<file path="src/cps_pkg.sv">
// ----------------------------------------------------------------------------
// cps_pkg
// Shared types and codes for the cpu process scheduler block.
// ----------------------------------------------------------------------------
`timescale 1ns / 1ps

package cps_pkg;

  // input beat commands
  localparam logic [1:0] CMD_APPEND  = 2'd0;
  localparam logic [1:0] CMD_TICK    = 2'd1;
  localparam logic [1:0] CMD_RESTART = 2'd2;
  localparam logic [1:0] CMD_CLEAR   = 2'd3;

  // scheduling policies
  localparam logic [2:0] MODE_FCFS = 3'd0;
  localparam logic [2:0] MODE_RR   = 3'd1;
  localparam logic [2:0] MODE_SJF  = 3'd2;
  localparam logic [2:0] MODE_SRTF = 3'd3;
  localparam logic [2:0] MODE_HRRN = 3'd4;

  // register indexes
  localparam logic REG_MODE    = 1'b0;
  localparam logic REG_QUANTUM = 1'b1;

  typedef enum logic [3:0] {
    ST_IDLE,
    ST_ADM_RD,
    ST_ADM_CHK,
    ST_PICK,
    ST_RR_PRE,
    ST_POP_RD,
    ST_POP_CHK,
    ST_SCAN_RD,
    ST_SCAN_CHK,
    ST_MUL_A,
    ST_MUL_B,
    ST_CMP,
    ST_EX_RD,
    ST_EX_WR,
    ST_OUT
  } state_t;

endpackage

</file>
<file path="src/cps_tables.sv">
// ----------------------------------------------------------------------------
// cps_tables
// Arrival, burst and remaining time memories with one shared registered read.
// ----------------------------------------------------------------------------
`timescale 1ns / 1ps

module cps_tables #(
  parameter int DEPTH = 16,
  parameter int AW    = 4,
  parameter int DW    = 16
) (
  input  logic          clk,
  input  logic          entry_we,
  input  logic [AW-1:0] entry_addr,
  input  logic [DW-1:0] entry_arr,
  input  logic [DW-1:0] entry_bur,
  input  logic          rem_we,
  input  logic [AW-1:0] rem_addr,
  input  logic [DW-1:0] rem_data,
  input  logic          rd_en,
  input  logic [AW-1:0] rd_addr,
  output logic [DW-1:0] q_arr,
  output logic [DW-1:0] q_bur,
  output logic [DW-1:0] q_rem
);

  logic [DW-1:0] arr_mem [DEPTH];
  logic [DW-1:0] bur_mem [DEPTH];
  logic [DW-1:0] rem_mem [DEPTH];

  // entry writes from the append command, remaining time writes from a run
  always_ff @(posedge clk) begin
    if (entry_we) begin
      arr_mem[entry_addr] <= entry_arr;
      bur_mem[entry_addr] <= entry_bur;
    end
    if (rem_we) begin
      rem_mem[rem_addr] <= rem_data;
    end
  end

  // registered read, held between reads
  always_ff @(posedge clk) begin
    if (rd_en) begin
      q_arr <= arr_mem[rd_addr];
      q_bur <= bur_mem[rd_addr];
      q_rem <= rem_mem[rd_addr];
    end
  end

endmodule

</file>
<file path="src/cpu_process_scheduler_core.sv">
// ----------------------------------------------------------------------------
// cpu_process_scheduler_core
// Time-unit scheduler over a process table: fcfs, round robin, sjf, srtf, hrrn.
// ----------------------------------------------------------------------------
// channel   dir  ports                                      beat
// input     in   in_valid/in_ready, in_cmd, in_arrival_time  one command
//                in_burst_time
// result    out  out_valid/out_ready, out_tick_time ...      one per tick
// config    in   psel/penable/pwrite/paddr/pwdata/prdata     one register
//
// append, restart and clear give no result beat.
// a tick reads pending entries in order for admission, then scans each
// admitted slot (in hrrn, one shared multiplier forms both cross products),
// or pops the queue in round robin, then updates the chosen slot and
// reports. the scan goes through the table memory's single read port.
// reset is synchronous; the table memories are not cleared.
// a stalled result holds the block in its report state; in_ready stays low.
// ----------------------------------------------------------------------------
`timescale 1ns / 1ps

module cpu_process_scheduler_core
  import cps_pkg::*;
#(
  parameter int MAX_PROCESSES = 16,
  parameter int TIME_BITS     = 16
) (
  input  logic        clk,
  input  logic        rst_n,
  input  logic        in_valid,
  output logic        in_ready,
  input  logic [1:0]  in_cmd,
  input  logic [15:0] in_arrival_time,
  input  logic [15:0] in_burst_time,
  output logic        out_valid,
  input  logic        out_ready,
  output logic [15:0] out_tick_time,
  output logic [3:0]  out_running_slot,
  output logic        out_idle,
  output logic        out_finished,
  output logic [16:0] out_finish_time,
  output logic [16:0] out_turnaround,
  input  logic        psel,
  input  logic        penable,
  input  logic        pwrite,
  input  logic [2:0]  paddr,
  input  logic [31:0] pwdata,
  output logic [31:0] prdata,
  output logic        pready
);

  localparam int SW = $clog2(MAX_PROCESSES);
  localparam int CW = $clog2(MAX_PROCESSES + 1);
  localparam int TW = TIME_BITS;
  localparam logic [TW-1:0] TIME_MAX = {TW{1'b1}};
  localparam logic [SW-1:0] LAST_SLOT = SW'(MAX_PROCESSES - 1);
  localparam logic [CW-1:0] FULL_CNT = CW'(MAX_PROCESSES);

  // configuration registers
  logic [2:0]  mode_r;
  logic [15:0] quantum_r;

  assign pready = 1'b1;

  always_ff @(posedge clk) begin
    if (!rst_n) begin
      mode_r    <= MODE_FCFS;
      quantum_r <= 16'd1;
    end else if (psel && penable && pwrite) begin
      case (paddr[2])
        REG_MODE:    mode_r    <= pwdata[2:0];
        REG_QUANTUM: quantum_r <= pwdata[15:0];
        default:     mode_r    <= mode_r;
      endcase
    end
  end

  always_comb begin
    case (paddr[2])
      REG_MODE:    prdata = {29'd0, mode_r};
      REG_QUANTUM: prdata = {16'd0, quantum_r};
      default:     prdata = 32'd0;
    endcase
  end

  // control and run state
  state_t          state_r, state_nxt;
  logic [CW-1:0]   entry_cnt_r, entry_cnt_nxt;
  logic [CW-1:0]   adm_cnt_r, adm_cnt_nxt;
  logic [TW-1:0]   cur_time_r, cur_time_nxt;
  logic [15:0]     slice_r, slice_nxt;
  logic [SW-1:0]   holder_r, holder_nxt;
  logic            holder_vld_r, holder_vld_nxt;
  logic [SW-1:0]   head_r, head_nxt;
  logic [SW-1:0]   tail_r, tail_nxt;
  logic [CW-1:0]   ring_cnt_r, ring_cnt_nxt;
  logic [MAX_PROCESSES-1:0] done_r, done_nxt;
  logic [MAX_PROCESSES-1:0] remv_r, remv_nxt;

  // scan and execute working registers
  logic [CW-1:0]   scan_r, scan_nxt;
  logic            found_r, found_nxt;
  logic [SW-1:0]   best_r, best_nxt;
  logic [TW-1:0]   best_arr_r, best_arr_nxt;
  logic [TW-1:0]   best_bur_r, best_bur_nxt;
  logic [TW-1:0]   best_rem_r, best_rem_nxt;
  logic            run_r, run_nxt;
  logic [SW-1:0]   run_slot_r, run_slot_nxt;
  logic            fin_r, fin_nxt;
  logic [TW:0]     ft_r, ft_nxt;
  logic [TW:0]     ta_r, ta_nxt;
  logic [2*TW-1:0] prod_a_r, prod_a_nxt;
  logic [2*TW-1:0] prod_b_r, prod_b_nxt;

  // result register
  logic            out_valid_r, out_valid_nxt;
  logic [15:0]     o_time_r;
  logic [3:0]      o_slot_r;
  logic            o_idle_r;
  logic            o_fin_r;
  logic [16:0]     o_ft_r;
  logic [16:0]     o_ta_r;
  logic            out_load;

  // memory ports
  logic            entry_we;
  logic [TW-1:0]   entry_arr, entry_bur;
  logic            rem_we;
  logic [TW-1:0]   rem_data;
  logic            rd_en;
  logic [SW-1:0]   rd_addr;
  logic [TW-1:0]   q_arr, q_bur, q_rem;
  logic            ring_we;
  logic [SW-1:0]   ring_wdata;
  logic            ring_re;
  logic [SW-1:0]   ring_q;
  logic [SW-1:0]   ring_mem [MAX_PROCESSES];

  cps_tables #(
    .DEPTH (MAX_PROCESSES),
    .AW    (SW),
    .DW    (TW)
  ) u_tables (
    .clk        (clk),
    .entry_we   (entry_we),
    .entry_addr (entry_cnt_r[SW-1:0]),
    .entry_arr  (entry_arr),
    .entry_bur  (entry_bur),
    .rem_we     (rem_we),
    .rem_addr   (run_slot_r),
    .rem_data   (rem_data),
    .rd_en      (rd_en),
    .rd_addr    (rd_addr),
    .q_arr      (q_arr),
    .q_bur      (q_bur),
    .q_rem      (q_rem)
  );

  // ready queue of slots for round robin
  always_ff @(posedge clk) begin
    if (ring_we) begin
      ring_mem[tail_r] <= ring_wdata;
    end
    if (ring_re) begin
      ring_q <= ring_mem[head_r];
    end
  end

  function automatic logic [SW-1:0] ptr_inc(input logic [SW-1:0] p);
    ptr_inc = (p == LAST_SLOT) ? '0 : p + 1'b1;
  endfunction

  // slot values seen through the read port
  logic [TW-1:0]   cand_rem;
  logic [TW-1:0]   cand_wait, best_wait;
  logic [TW-1:0]   mul_a, mul_b;
  logic [2*TW-1:0] mul_p;
  logic            hold_elig, pop_elig;
  logic [TW-1:0]   rem_new;
  logic [TW-1:0]   bur_in;

  assign cand_rem  = remv_r[scan_r[SW-1:0]] ? q_rem : q_bur;
  assign cand_wait = (q_arr <= cur_time_r) ? cur_time_r - q_arr : '0;
  assign best_wait = (best_arr_r <= cur_time_r) ? cur_time_r - best_arr_r : '0;
  assign hold_elig = (CW'(holder_r) < adm_cnt_r) && !done_r[holder_r];
  assign pop_elig  = (CW'(ring_q) < adm_cnt_r) && !done_r[ring_q];
  assign bur_in    = (TW'(in_burst_time) == '0) ? TW'(1) : TW'(in_burst_time);

  // shared multiplier for the hrrn cross products
  assign mul_a = (state_r == ST_MUL_A) ? cand_wait : best_wait;
  assign mul_b = (state_r == ST_MUL_A) ? best_bur_r : q_bur;
  assign mul_p = mul_a * mul_b;

  assign in_ready = (state_r == ST_IDLE);

  // sequencer
  always_comb begin
    state_nxt      = state_r;
    entry_cnt_nxt  = entry_cnt_r;
    adm_cnt_nxt    = adm_cnt_r;
    cur_time_nxt   = cur_time_r;
    slice_nxt      = slice_r;
    holder_nxt     = holder_r;
    holder_vld_nxt = holder_vld_r;
    head_nxt       = head_r;
    tail_nxt       = tail_r;
    ring_cnt_nxt   = ring_cnt_r;
    done_nxt       = done_r;
    remv_nxt       = remv_r;
    scan_nxt       = scan_r;
    found_nxt      = found_r;
    best_nxt       = best_r;
    best_arr_nxt   = best_arr_r;
    best_bur_nxt   = best_bur_r;
    best_rem_nxt   = best_rem_r;
    run_nxt        = run_r;
    run_slot_nxt   = run_slot_r;
    fin_nxt        = fin_r;
    ft_nxt         = ft_r;
    ta_nxt         = ta_r;
    prod_a_nxt     = prod_a_r;
    prod_b_nxt     = prod_b_r;
    out_load       = 1'b0;
    entry_we       = 1'b0;
    entry_arr      = TW'(in_arrival_time);
    entry_bur      = bur_in;
    rem_we         = 1'b0;
    rem_new        = '0;
    rd_en          = 1'b0;
    rd_addr        = scan_r[SW-1:0];
    ring_we        = 1'b0;
    ring_wdata     = adm_cnt_r[SW-1:0];
    ring_re        = 1'b0;

    case (state_r)
      ST_IDLE: begin
        if (in_valid) begin
          case (in_cmd)
            CMD_APPEND: begin
              if (entry_cnt_r < FULL_CNT) begin
                entry_we = 1'b1;
                done_nxt[entry_cnt_r[SW-1:0]] = 1'b0;
                remv_nxt[entry_cnt_r[SW-1:0]] = 1'b0;
                entry_cnt_nxt = entry_cnt_r + 1'b1;
              end
            end
            CMD_TICK: begin
              state_nxt = ST_ADM_RD;
            end
            default: begin
              // restart, and clear which also empties the table
              if (in_cmd == CMD_CLEAR) entry_cnt_nxt = '0;
              done_nxt       = '0;
              remv_nxt       = '0;
              head_nxt       = '0;
              tail_nxt       = '0;
              ring_cnt_nxt   = '0;
              adm_cnt_nxt    = '0;
              cur_time_nxt   = '0;
              slice_nxt      = '0;
              holder_nxt     = '0;
              holder_vld_nxt = 1'b0;
            end
          endcase
        end
      end

      // admit arrivals in table order
      ST_ADM_RD: begin
        if (adm_cnt_r < entry_cnt_r) begin
          rd_en     = 1'b1;
          rd_addr   = adm_cnt_r[SW-1:0];
          state_nxt = ST_ADM_CHK;
        end else begin
          state_nxt = ST_PICK;
        end
      end

      ST_ADM_CHK: begin
        if (q_arr <= cur_time_r) begin
          if (mode_r == MODE_RR && ring_cnt_r < FULL_CNT) begin
            ring_we      = 1'b1;
            tail_nxt     = ptr_inc(tail_r);
            ring_cnt_nxt = ring_cnt_r + 1'b1;
          end
          adm_cnt_nxt = adm_cnt_r + 1'b1;
          state_nxt   = ST_ADM_RD;
        end else begin
          state_nxt = ST_PICK;
        end
      end

      // choose how this tick's slot is found
      ST_PICK: begin
        run_nxt   = 1'b0;
        found_nxt = 1'b0;
        scan_nxt  = '0;
        if (mode_r == MODE_RR) begin
          state_nxt = ST_RR_PRE;
        end else if (mode_r == MODE_SRTF) begin
          state_nxt = ST_SCAN_RD;
        end else if (holder_vld_r && hold_elig) begin
          run_nxt      = 1'b1;
          run_slot_nxt = holder_r;
          state_nxt    = ST_EX_RD;
        end else begin
          holder_vld_nxt = 1'b0;
          state_nxt      = ST_SCAN_RD;
        end
      end

      // round robin: requeue an expired holder, else keep it
      ST_RR_PRE: begin
        if (holder_vld_r && slice_r == '0) begin
          if (ring_cnt_r < FULL_CNT) begin
            ring_we      = 1'b1;
            ring_wdata   = holder_r;
            tail_nxt     = ptr_inc(tail_r);
            ring_cnt_nxt = ring_cnt_r + 1'b1;
          end
          holder_vld_nxt = 1'b0;
          state_nxt      = ST_POP_RD;
        end else if (holder_vld_r && hold_elig) begin
          run_nxt      = 1'b1;
          run_slot_nxt = holder_r;
          state_nxt    = ST_EX_RD;
        end else begin
          holder_vld_nxt = 1'b0;
          state_nxt      = ST_POP_RD;
        end
      end

      ST_POP_RD: begin
        if (ring_cnt_r != '0) begin
          ring_re      = 1'b1;
          head_nxt     = ptr_inc(head_r);
          ring_cnt_nxt = ring_cnt_r - 1'b1;
          state_nxt    = ST_POP_CHK;
        end else begin
          state_nxt = ST_OUT;
        end
      end

      ST_POP_CHK: begin
        if (pop_elig) begin
          run_nxt        = 1'b1;
          run_slot_nxt   = ring_q;
          holder_nxt     = ring_q;
          holder_vld_nxt = 1'b1;
          slice_nxt      = (quantum_r == '0) ? 16'd1 : quantum_r;
          state_nxt      = ST_EX_RD;
        end else begin
          state_nxt = ST_POP_RD;
        end
      end

      // scan admitted slots for the best candidate
      ST_SCAN_RD: begin
        if (scan_r < adm_cnt_r) begin
          rd_en     = 1'b1;
          state_nxt = ST_SCAN_CHK;
        end else if (found_r) begin
          run_nxt      = 1'b1;
          run_slot_nxt = best_r;
          if (mode_r != MODE_SRTF) begin
            holder_nxt     = best_r;
            holder_vld_nxt = 1'b1;
          end
          state_nxt = ST_EX_RD;
        end else begin
          state_nxt = ST_OUT;
        end
      end

      ST_SCAN_CHK: begin
        state_nxt = ST_SCAN_RD;
        scan_nxt  = scan_r + 1'b1;
        if (!done_r[scan_r[SW-1:0]]) begin
          if (!found_r ||
              (mode_r == MODE_SJF && q_bur < best_bur_r) ||
              (mode_r == MODE_SRTF && cand_rem < best_rem_r)) begin
            found_nxt    = 1'b1;
            best_nxt     = scan_r[SW-1:0];
            best_arr_nxt = q_arr;
            best_bur_nxt = q_bur;
            best_rem_nxt = cand_rem;
          end else if (mode_r == MODE_HRRN) begin
            scan_nxt  = scan_r;
            state_nxt = ST_MUL_A;
          end
        end
      end

      ST_MUL_A: begin
        prod_a_nxt = mul_p;
        state_nxt  = ST_MUL_B;
      end

      ST_MUL_B: begin
        prod_b_nxt = mul_p;
        state_nxt  = ST_CMP;
      end

      ST_CMP: begin
        if (prod_a_r > prod_b_r) begin
          best_nxt     = scan_r[SW-1:0];
          best_arr_nxt = q_arr;
          best_bur_nxt = q_bur;
          best_rem_nxt = cand_rem;
        end
        scan_nxt  = scan_r + 1'b1;
        state_nxt = ST_SCAN_RD;
      end

      // run the chosen slot for one time unit
      ST_EX_RD: begin
        rd_en     = 1'b1;
        rd_addr   = run_slot_r;
        state_nxt = ST_EX_WR;
      end

      ST_EX_WR: begin
        rem_new = remv_r[run_slot_r] ? q_rem : q_bur;
        if (rem_new != '0) rem_new = rem_new - 1'b1;
        rem_we = 1'b1;
        remv_nxt[run_slot_r] = 1'b1;
        if (slice_r != '0) slice_nxt = slice_r - 1'b1;
        fin_nxt = (rem_new == '0);
        ft_nxt  = {1'b0, cur_time_r} + 1'b1;
        ta_nxt  = {1'b0, cur_time_r} + 1'b1 - {1'b0, q_arr};
        if (rem_new == '0) begin
          done_nxt[run_slot_r] = 1'b1;
          if (holder_r == run_slot_r) holder_vld_nxt = 1'b0;
          slice_nxt = '0;
        end
        state_nxt = ST_OUT;
      end

      // report once the result register is free
      ST_OUT: begin
        if (!out_valid_r || out_ready) begin
          out_load = 1'b1;
          if (cur_time_r < TIME_MAX) cur_time_nxt = cur_time_r + 1'b1;
          fin_nxt   = 1'b0;
          state_nxt = ST_IDLE;
        end
      end

      default: state_nxt = ST_IDLE;
    endcase
    rem_data = rem_new;
  end

  assign out_valid_nxt = (out_valid_r && !out_ready) || out_load;

  // control registers
  always_ff @(posedge clk) begin
    if (!rst_n) begin
      state_r      <= ST_IDLE;
      entry_cnt_r  <= '0;
      adm_cnt_r    <= '0;
      cur_time_r   <= '0;
      slice_r      <= '0;
      holder_r     <= '0;
      holder_vld_r <= 1'b0;
      head_r       <= '0;
      tail_r       <= '0;
      ring_cnt_r   <= '0;
      done_r       <= '0;
      remv_r       <= '0;
      out_valid_r  <= 1'b0;
      run_r        <= 1'b0;
      fin_r        <= 1'b0;
      found_r      <= 1'b0;
    end else begin
      state_r      <= state_nxt;
      entry_cnt_r  <= entry_cnt_nxt;
      adm_cnt_r    <= adm_cnt_nxt;
      cur_time_r   <= cur_time_nxt;
      slice_r      <= slice_nxt;
      holder_r     <= holder_nxt;
      holder_vld_r <= holder_vld_nxt;
      head_r       <= head_nxt;
      tail_r       <= tail_nxt;
      ring_cnt_r   <= ring_cnt_nxt;
      done_r       <= done_nxt;
      remv_r       <= remv_nxt;
      out_valid_r  <= out_valid_nxt;
      run_r        <= run_nxt;
      fin_r        <= fin_nxt;
      found_r      <= found_nxt;
    end
  end

  // datapath registers
  always_ff @(posedge clk) begin
    scan_r     <= scan_nxt;
    best_r     <= best_nxt;
    best_arr_r <= best_arr_nxt;
    best_bur_r <= best_bur_nxt;
    best_rem_r <= best_rem_nxt;
    run_slot_r <= run_slot_nxt;
    ft_r       <= ft_nxt;
    ta_r       <= ta_nxt;
    prod_a_r   <= prod_a_nxt;
    prod_b_r   <= prod_b_nxt;
    if (out_load) begin
      o_time_r <= 16'(cur_time_r);
      o_slot_r <= run_r ? 4'(run_slot_r) : 4'd0;
      o_idle_r <= !run_r;
      o_fin_r  <= run_r && fin_r;
      o_ft_r   <= (run_r && fin_r) ? 17'(ft_r) : 17'd0;
      o_ta_r   <= (run_r && fin_r) ? 17'(ta_r) : 17'd0;
    end
  end

  assign out_valid        = out_valid_r;
  assign out_tick_time    = o_time_r;
  assign out_running_slot = o_slot_r;
  assign out_idle         = o_idle_r;
  assign out_finished     = o_fin_r;
  assign out_finish_time  = o_ft_r;
  assign out_turnaround   = o_ta_r;

`ifndef ASSERT_OFF
  // a finished job is never an idle tick
  a_fin_not_idle: assert property (@(posedge clk) disable iff (!rst_n)
    out_valid |-> !(out_idle && out_finished))
    else $error("finished beat reported as idle");

  // admission never passes the table fill
  a_adm_bound: assert property (@(posedge clk) disable iff (!rst_n)
    adm_cnt_r <= entry_cnt_r)
    else $error("admitted count beyond table entries");

  // ready queue never overfills
  a_ring_bound: assert property (@(posedge clk) disable iff (!rst_n)
    ring_cnt_r <= FULL_CNT)
    else $error("ready queue count overflow");

  // a result is loaded only in the report state
  a_out_from_tick: assert property (@(posedge clk) disable iff (!rst_n)
    out_load |-> state_r == ST_OUT)
    else $error("result loaded outside report state");
`endif

endmodule

</file>
<file path="config.mk">
export PLATFORM = sky130hd
export DESIGN_NAME = cpu_process_scheduler_core
export DESIGN_NICKNAME = d
export VERILOG_FILES = /design/src/cps_pkg.sv /design/src/cps_tables.sv /design/src/cpu_process_scheduler_core.sv
export SDC_FILE = /design/constraint.sdc
export NUM_CORES = 2
export LEC_CHECK = 0
export ABC_CLOCK_PERIOD_IN_PS = 11900
export BUFFER_PORTS_ARGS = -buffer_cell sky130_fd_sc_hd__buf_2
export CAP_MARGIN = 20
export CORE_AREA = 2 2 417 419
export DETAILED_ROUTE_END_ITERATION = 16
export DIE_AREA = 0 0 419 421
export MAX_ROUTING_LAYER = met4
export PLACE_DENSITY_LB_ADDON = 0.25
export SLEW_MARGIN = 40
export SYNTH_ARGS = -nofsm -noshare
export SYNTH_HDL_FRONTEND = slang
export SYNTH_SLANG_ARGS = --single-unit
</file>
<file path="constraint.sdc">
create_clock -name clk -period 11.9 [get_ports clk]
set_input_delay 1.19 -clock clk [delete_from_list [all_inputs] [get_ports clk]]
set_output_delay 1.19 -clock clk [all_outputs]
set_load 0.005 [all_outputs]
</file>
## After elaboration in Yosys (flattened, before gate mapping)

Memory sizes are Yosys's and may differ from the RTL's. A register that Yosys moved wholly into a read port is not among the register bits.
Index checks and enable logic that the tools add are counted.

- Add/sub/neg operators: 14
- Multiply operators: 1
- Divide/modulo/power cells: 0
- Magnitude comparators: 19
- Equality and inequality tests: 52
- Shifts and indexed selects: 0
- Mux-type cells: 172
- Bitwise gates (word level): 7
- Reductions and logical operators: 68

Operator list:

| cell | count |
|---|---|
| $mux W16 | 32 |
| $pmux W16 S2 | 8 |
| $mux W4 | 39 |
| $mux W5 | 13 |
| $logic_not A16 Y1 | 4 |
| $pmux W32 S2 | 1 |
| $pmux W4 S15 | 1 |
| $mux W1 | 51 |
| $ne A2 B2 Y1 const B | 24 |
| $pmux W16 S3 | 1 |
| $eq A4 B4 Y1 const B | 9 |
| $and A16 B16 Y16 | 2 |
| $gt A32 B32 Y1 | 1 |
| $le A16 B16 Y1 | 2 |
| $lt A16 B16 Y1 | 2 |
| $mul A16 B16 Y32 | 1 |
| $or A16 B16 Y16 | 2 |
| $reduce_bool A16 Y1 | 2 |
| $sub A16 B1 Y16 const B | 2 |
| $sub A16 B16 Y16 | 2 |
| $lt A4 B5 Y1 const B | 5 |
| $pmux W4 S2 | 3 |
| $pmux W4 S3 | 2 |
| $reduce_and A7 Y1 | 3 |
| 56 further kinds | 121 |

- Bits in registers: 334
- Latch bits: 0
- RAM bits: 832
- Memory bits (read-only): 0
- Bits of input ports: 76
- Output and inout bits: 91
- Word-level logic and storage cells: 371
- Memories kept: 4

Memory list:

| name | words | width | read ports | clocked after memory_dff | write ports | RTL line | text |
|---|---|---|---|---|---|---|---|
| u_tables.arr_mem | 16 | 16 | 1 | 1 | 1 | cps_tables.sv:27 | `logic [DW-1:0] arr_mem [DEPTH];` |
| u_tables.bur_mem | 16 | 16 | 1 | 1 | 1 | cps_tables.sv:28 | `logic [DW-1:0] bur_mem [DEPTH];` |
| u_tables.rem_mem | 16 | 16 | 1 | 1 | 1 | cps_tables.sv:29 | `logic [DW-1:0] rem_mem [DEPTH];` |
| ring_mem | 16 | 4 | 1 | 1 | 1 | cpu_process_scheduler_core.sv:136 | `logic [SW-1:0] ring_mem [MAX_PROCESSES];` |

## Logic depth before layout (Yosys ltp)

- Word-level depth: 10
- Gate-level depth with buffers: 38
- Mapped depth without buffers: 36

## By module

Synthesis repeated with hierarchy kept, for this count alone.

- Cells, all modules: 4383
- Area total of the unflattened synthesis: 61323.8 um^2

Modules (own cells, without submodules):

| module | times used | cells each | area an instance (um^2) | seq. area each (um^2) |
|---|---|---|---|---|
| cpu_process_scheduler_core | 1 | 3118 | 31042.3 | 10880.4 |
| cps_tables | 1 | 1265 | 30281.5 | 24503.5 |

## Least setup slack after synthesis

Ideal clock, no wire load.

- Kind: register to register
- Start point: register cur_time_r[0]
- End point: register prod_a_r[30], data pin
- Library setup time: 264 ps
- Arrival time: 8433 ps
- Data required time: 11636 ps
- Path slack: 3204 ps
- Cell stages (with the launch flop): 36
- Path buffers: 1
- Period minus slack after synthesis: 8696 ps
- Path through: dfxtp_1 -> inv_1 -> ha_1 -> inv_1 -> fa_1 -> a21o_1 -> a21o_1 -> a21oi_1 -> o21ai_0 -> a211oi_1 -> o31ai_1 -> or3_1 -> o2bb2ai_1 -> clkbuf_1 -> a22oi_1 -> nor2_1 -> fa_1 -> inv_1 -> fa_1 -> inv_1 -> fa_1 -> fa_1 -> fa_1 -> inv_1 -> fa_1 -> inv_1 -> ha_1 -> and3_1 -> nand2_1 -> or3_1 -> a311o_1 -> a21bo_2 -> a21oi_1 -> nor4_1 -> o21ai_0 -> xnor2_1

- Longest elaborated chain between the ends: 4
- Elaborated cells between the ends (all ways): 8
- Classes of those cells: 2 x add/sub; 1 x mul; 2 x order compare; 3 x mux

RTL lines:

| item | RTL line | text |
|---|---|---|
| start, declared | cpu_process_scheduler_core.sv:89 | `logic [TW-1:0] cur_time_r, cur_time_nxt;` |
| start signal, assigned | cpu_process_scheduler_core.sv:478 | `cur_time_r <= cur_time_nxt;` |
| $sub A16 B16 Y16, or another cell as far along | cpu_process_scheduler_core.sv:183 | `assign best_wait = (best_arr_r <= cur_time_r) ? cur_time_r - best_arr_r : '0;` |
| $mux W16, on equally long branches | cpu_process_scheduler_core.sv:183, cpu_process_scheduler_core.sv:182 |  |
| $mux W16 (*) | cpu_process_scheduler_core.sv:189 | `assign mul_a = (state_r == ST_MUL_A) ? cand_wait : best_wait;` |
| $mul A16 B16 Y32 (*) | cpu_process_scheduler_core.sv:191 | `assign mul_p = mul_a * mul_b;` |
| named net mul_p[30] | cpu_process_scheduler_core.sv:176 | `logic [2*TW-1:0] mul_p;` |
| end signal, assigned | cpu_process_scheduler_core.sv:504 | `prod_a_r <= prod_a_nxt;` |
| end, declared | cpu_process_scheduler_core.sv:111 | `logic [2*TW-1:0] prod_a_r, prod_a_nxt;` |

Mark *: on every way through the listed nets, which the timed path passes. The rest lies on a longest branch.
A chain may end at the register's enable or synchronous reset.

## Final worst setup path

- Start point: register cur_time_r[0]
- End point: register prod_a_r[23], data pin

Same word-level chain as after synthesis.

==> results.json <==
{
  "status": "complete, no violations",
  "ir_drop_v": 0.000165,
  "ys.flop_type": "edfxtp_1",
  "timing.setup.tns_ns": 0,
  "cpPeakStageDelay_ns": 0.56,
  "total_power_mw": 10.8,
  "critPathSlowestCell": "a22oi_1",
  "dp_cells": 6796,
  "antenna_left": 0,
  "finalCriticalPeriod_ns": 10.07,
  "power_density_nw_per_um2": 155,
  "placed_cell_area_um2": 65400,
  "fin_crit_sh": 0.846,
  "dp_hpwl_um": 103000,
  "synthArstFlopShare": 0,
  "cts_sinks": 1218,
  "io_pins": 167,
  "die-area_um2": 176000,
  "cts_tree": "built",
  "die_w_um": 419,
  "final_core_utilization": 0.404,
  "fillers": 16000,
  "post_cts_buffers": 0,
  "hold_viol": 0,
  "drtPass1Iterations": 5,
  "cts_made_buffers": 133,
  "cellLeakagePower_nw": 25.2,
  "cts.path.max_buffers": 3,
  "synth_cells": 4438,
  "syn-cell-area_um2": 61500,
  "drt_iter0_drc": 2989,
  "viasPerCell": 5.24,
  "design_area_um2": 69700,
  "track_usage": 0.184,
  "crit_path_end_kind": "flop",
  "clk_pin_slew_worst_paths_ns": 0.06,
  "gp_congestion": 0.916,
  "nets": 5129,
  "multiInputGateArea_um2": 24100,
  "clk_latency_ns": 0.79,
  "chipHeight_um": 421,
  "maxCapViolCount": 0,
  "clock.fmax_mhz": 99.3,
  "clockRootBuffer": "clkbuf_16",
  "grt_pass1_wl_um": 238000,
  "yosys_register_bits": 1218,
  "wl_per_cell_um": 22.3,
  "port_buffers": 131,
  "worstHoldPathType": "reg -> reg",
  "critical_path_class": "reg -> reg",
  "synth_enable_flop_cells": 1099,
  "drive_gt1_frac": 0.163,
  "ctsHoldBuffers": 0,
  "fin_cells": 7040,
  "grt_max_degree": 64,
  "startpoint_type": "flop",
  "gr-total-overflow": 0,
  "finalWorstSetupSlack_ns": 1.83,
  "ff_latch_area_um2": 35400,
  "syn_avg_cell_area_um2": 13.9,
  "cp_max_fo": 17,
  "drv_slew": 0,
  "syn_to_final_growth_pct": 13.3,
  "cp.arrival_ns": 10.58,
  "yosysSeqAreaShare": 0.575,
  "tightest_slew_ns": 0.883,
  "antenna_found_initial": 1,
  "wl_um": 157000,
  "num_vias": 36900,
  "grt_pass1_vias": 37300,
  "start_util": 0.356,
  "fin_skew_ns": 0.0302,
  "ys_warn_count": 0,
  "cts_resized": 0,
  "drc": 0,
  "rsz0062_at_grt": "no",
  "cp.required_ns": 12.41,
  "placeableCoreArea_um2": 172000,
  "slew_headroom": 0.411,
  "synthDistinctLibCells": 84,
  "rows": 153,
  "setup_viol": 0,
  "whs_ns": 0.456,
  "htreeDepth": 4,
  "dp_slack_ns": 1.93
}
## routing by layer
layer | routed length [um] | up-vias | global-route usage
met5 | 0 | - | -
met4 | 2820 | 0 | 0.0412
met3 | 7810 | 195 | 0.0275
met2 | 76000 | 958 | 0.294
met1 | 70600 | 19000 | 0.248
li1 | - | 16700 | -
## cells in the mapped netlist (10+ instances only)
cell	number	area, um2
o21bai_1	10	75.1
o211ai_1	11	82.6
mux4_2	235	5290
buf_4	18	135
and2_1	48	300
nand2b_1	35	219
buf_2	29	145
a21oi_1	123	616
nand2_1	388	1460
a211oi_1	16	120
o21a_1	33	248
a21boi_0	46	345
inv_1	388	1460
nor2b_1	46	288
buf_1	20	75.1
ha_1	247	3090
nand3_1	63	315
a21o_1	63	473
or2_2	10	62.6
nor2_1	272	1020
or3_1	23	144
clkbuf_1	142	533
mux2i_1	50	500
nor4_1	22	138
nor3_1	62	310
edfxtp_1	1099	33000
a22oi_1	111	833
and3_1	52	325
dfxtp_1	119	2380
fa_1	198	3960
a22o_1	30	263
xor2_1	35	307
nand4_1	25	156
xnor2_1	80	701
mux2_2	31	349
o21ai_0	126	631
## path summary, 6_finish.rpt
kind,startpoint,to,slack [ns],cells after the start
hold / removal,u_tables.q_arr[11],best_arr_r[11],0.46,0
setup reg to reg,cur_time_r[0],prod_a_r[23],1.83,36
setup / recovery,cur_time_r[0],prod_a_r[23],1.83,36
hold reg to reg,u_tables.q_arr[11],best_arr_r[11],0.46,0
## worst max-delay path, delay by kind of cell, from the launching register on
family / cells / cell delay, ns
buf+inv: 8 / 0.94
simple gates: 5 / 1.52
compound gates: 13 / 3.46
flops: 1 / 0.38
xor+xnor: 1 / 0.10
fa+ha+maj: 9 / 3.40
## registers in the layout, indices dropped and copies added (netlist names), 17 cells and up
signal and cells:
ft_r 17, prod_a_r 32, out_turnaround 17, u_tables.arr_mem 256, prod_b_r 32, u_tables.rem_mem 256
ring_mem 64, u_tables.bur_mem 256, ta_r 17, out_finish_time 17
## area by class of cell
class	count	share of cell area
Sequential cell	1218	0.508
Clock buffer	183	0.0521
Clock inverter	57	0.00864
Inverter	389	0.0210
Multi-Input combinational cell	2636	0.347
Timing Repair Buffer	230	0.0217
Tap cell	2325	0.0418
Antenna cell	2	0.0000719
## logic make-up (layout without fill, tap and decap cells)
kind of cell | after synthesis | in the layout | synth area share
flops | 1218 | 1218 | 0.575
simple gates | 1082 | 1082 | 0.0820
compound gates | 657 | 657 | 0.0720
buf+inv | 599 | 859 | 0.0384
fa+ha+maj | 445 | 445 | 0.115
mux | 320 | 320 | 0.101
xor+xnor | 115 | 115 | 0.0164
other cells | 2 | 19 | 0.000122
## power by group
part           leakage, nW  switching, mW  internal, mW
clock network         2.04           1.73          2.29
registers             10.5         0.0888          4.79
logic                 12.7           1.22         0.683
## placed cells by master, fill, tap and decap left out, types with 47 or more instances in the layout
master / netlist / routed
ha_1: 247 / 246
a22oi_1: 111 / 111
nor3_1: 62 / 51
mux2i_1: 50 / 49
dfxtp_1: 119 / 117
edfxtp_1: 1099 / 1099
clkbuf_16: 0 / 136
nor2_1: 272 / 235
fa_1: 198 / 198
buf_4: 18 / 82
a21oi_1: 123 / 119
nand2_1: 388 / 388
a21o_1: 63 / 62
and3_1: 52 / 50
o21ai_0: 126 / 125
mux4_2: 235 / 235
nand3_1: 63 / 63
xnor2_1: 80 / 80
and2_1: 48 / 47
inv_1: 388 / 388
buf_2: 29 / 135
(Power assumes the default switching activity.)
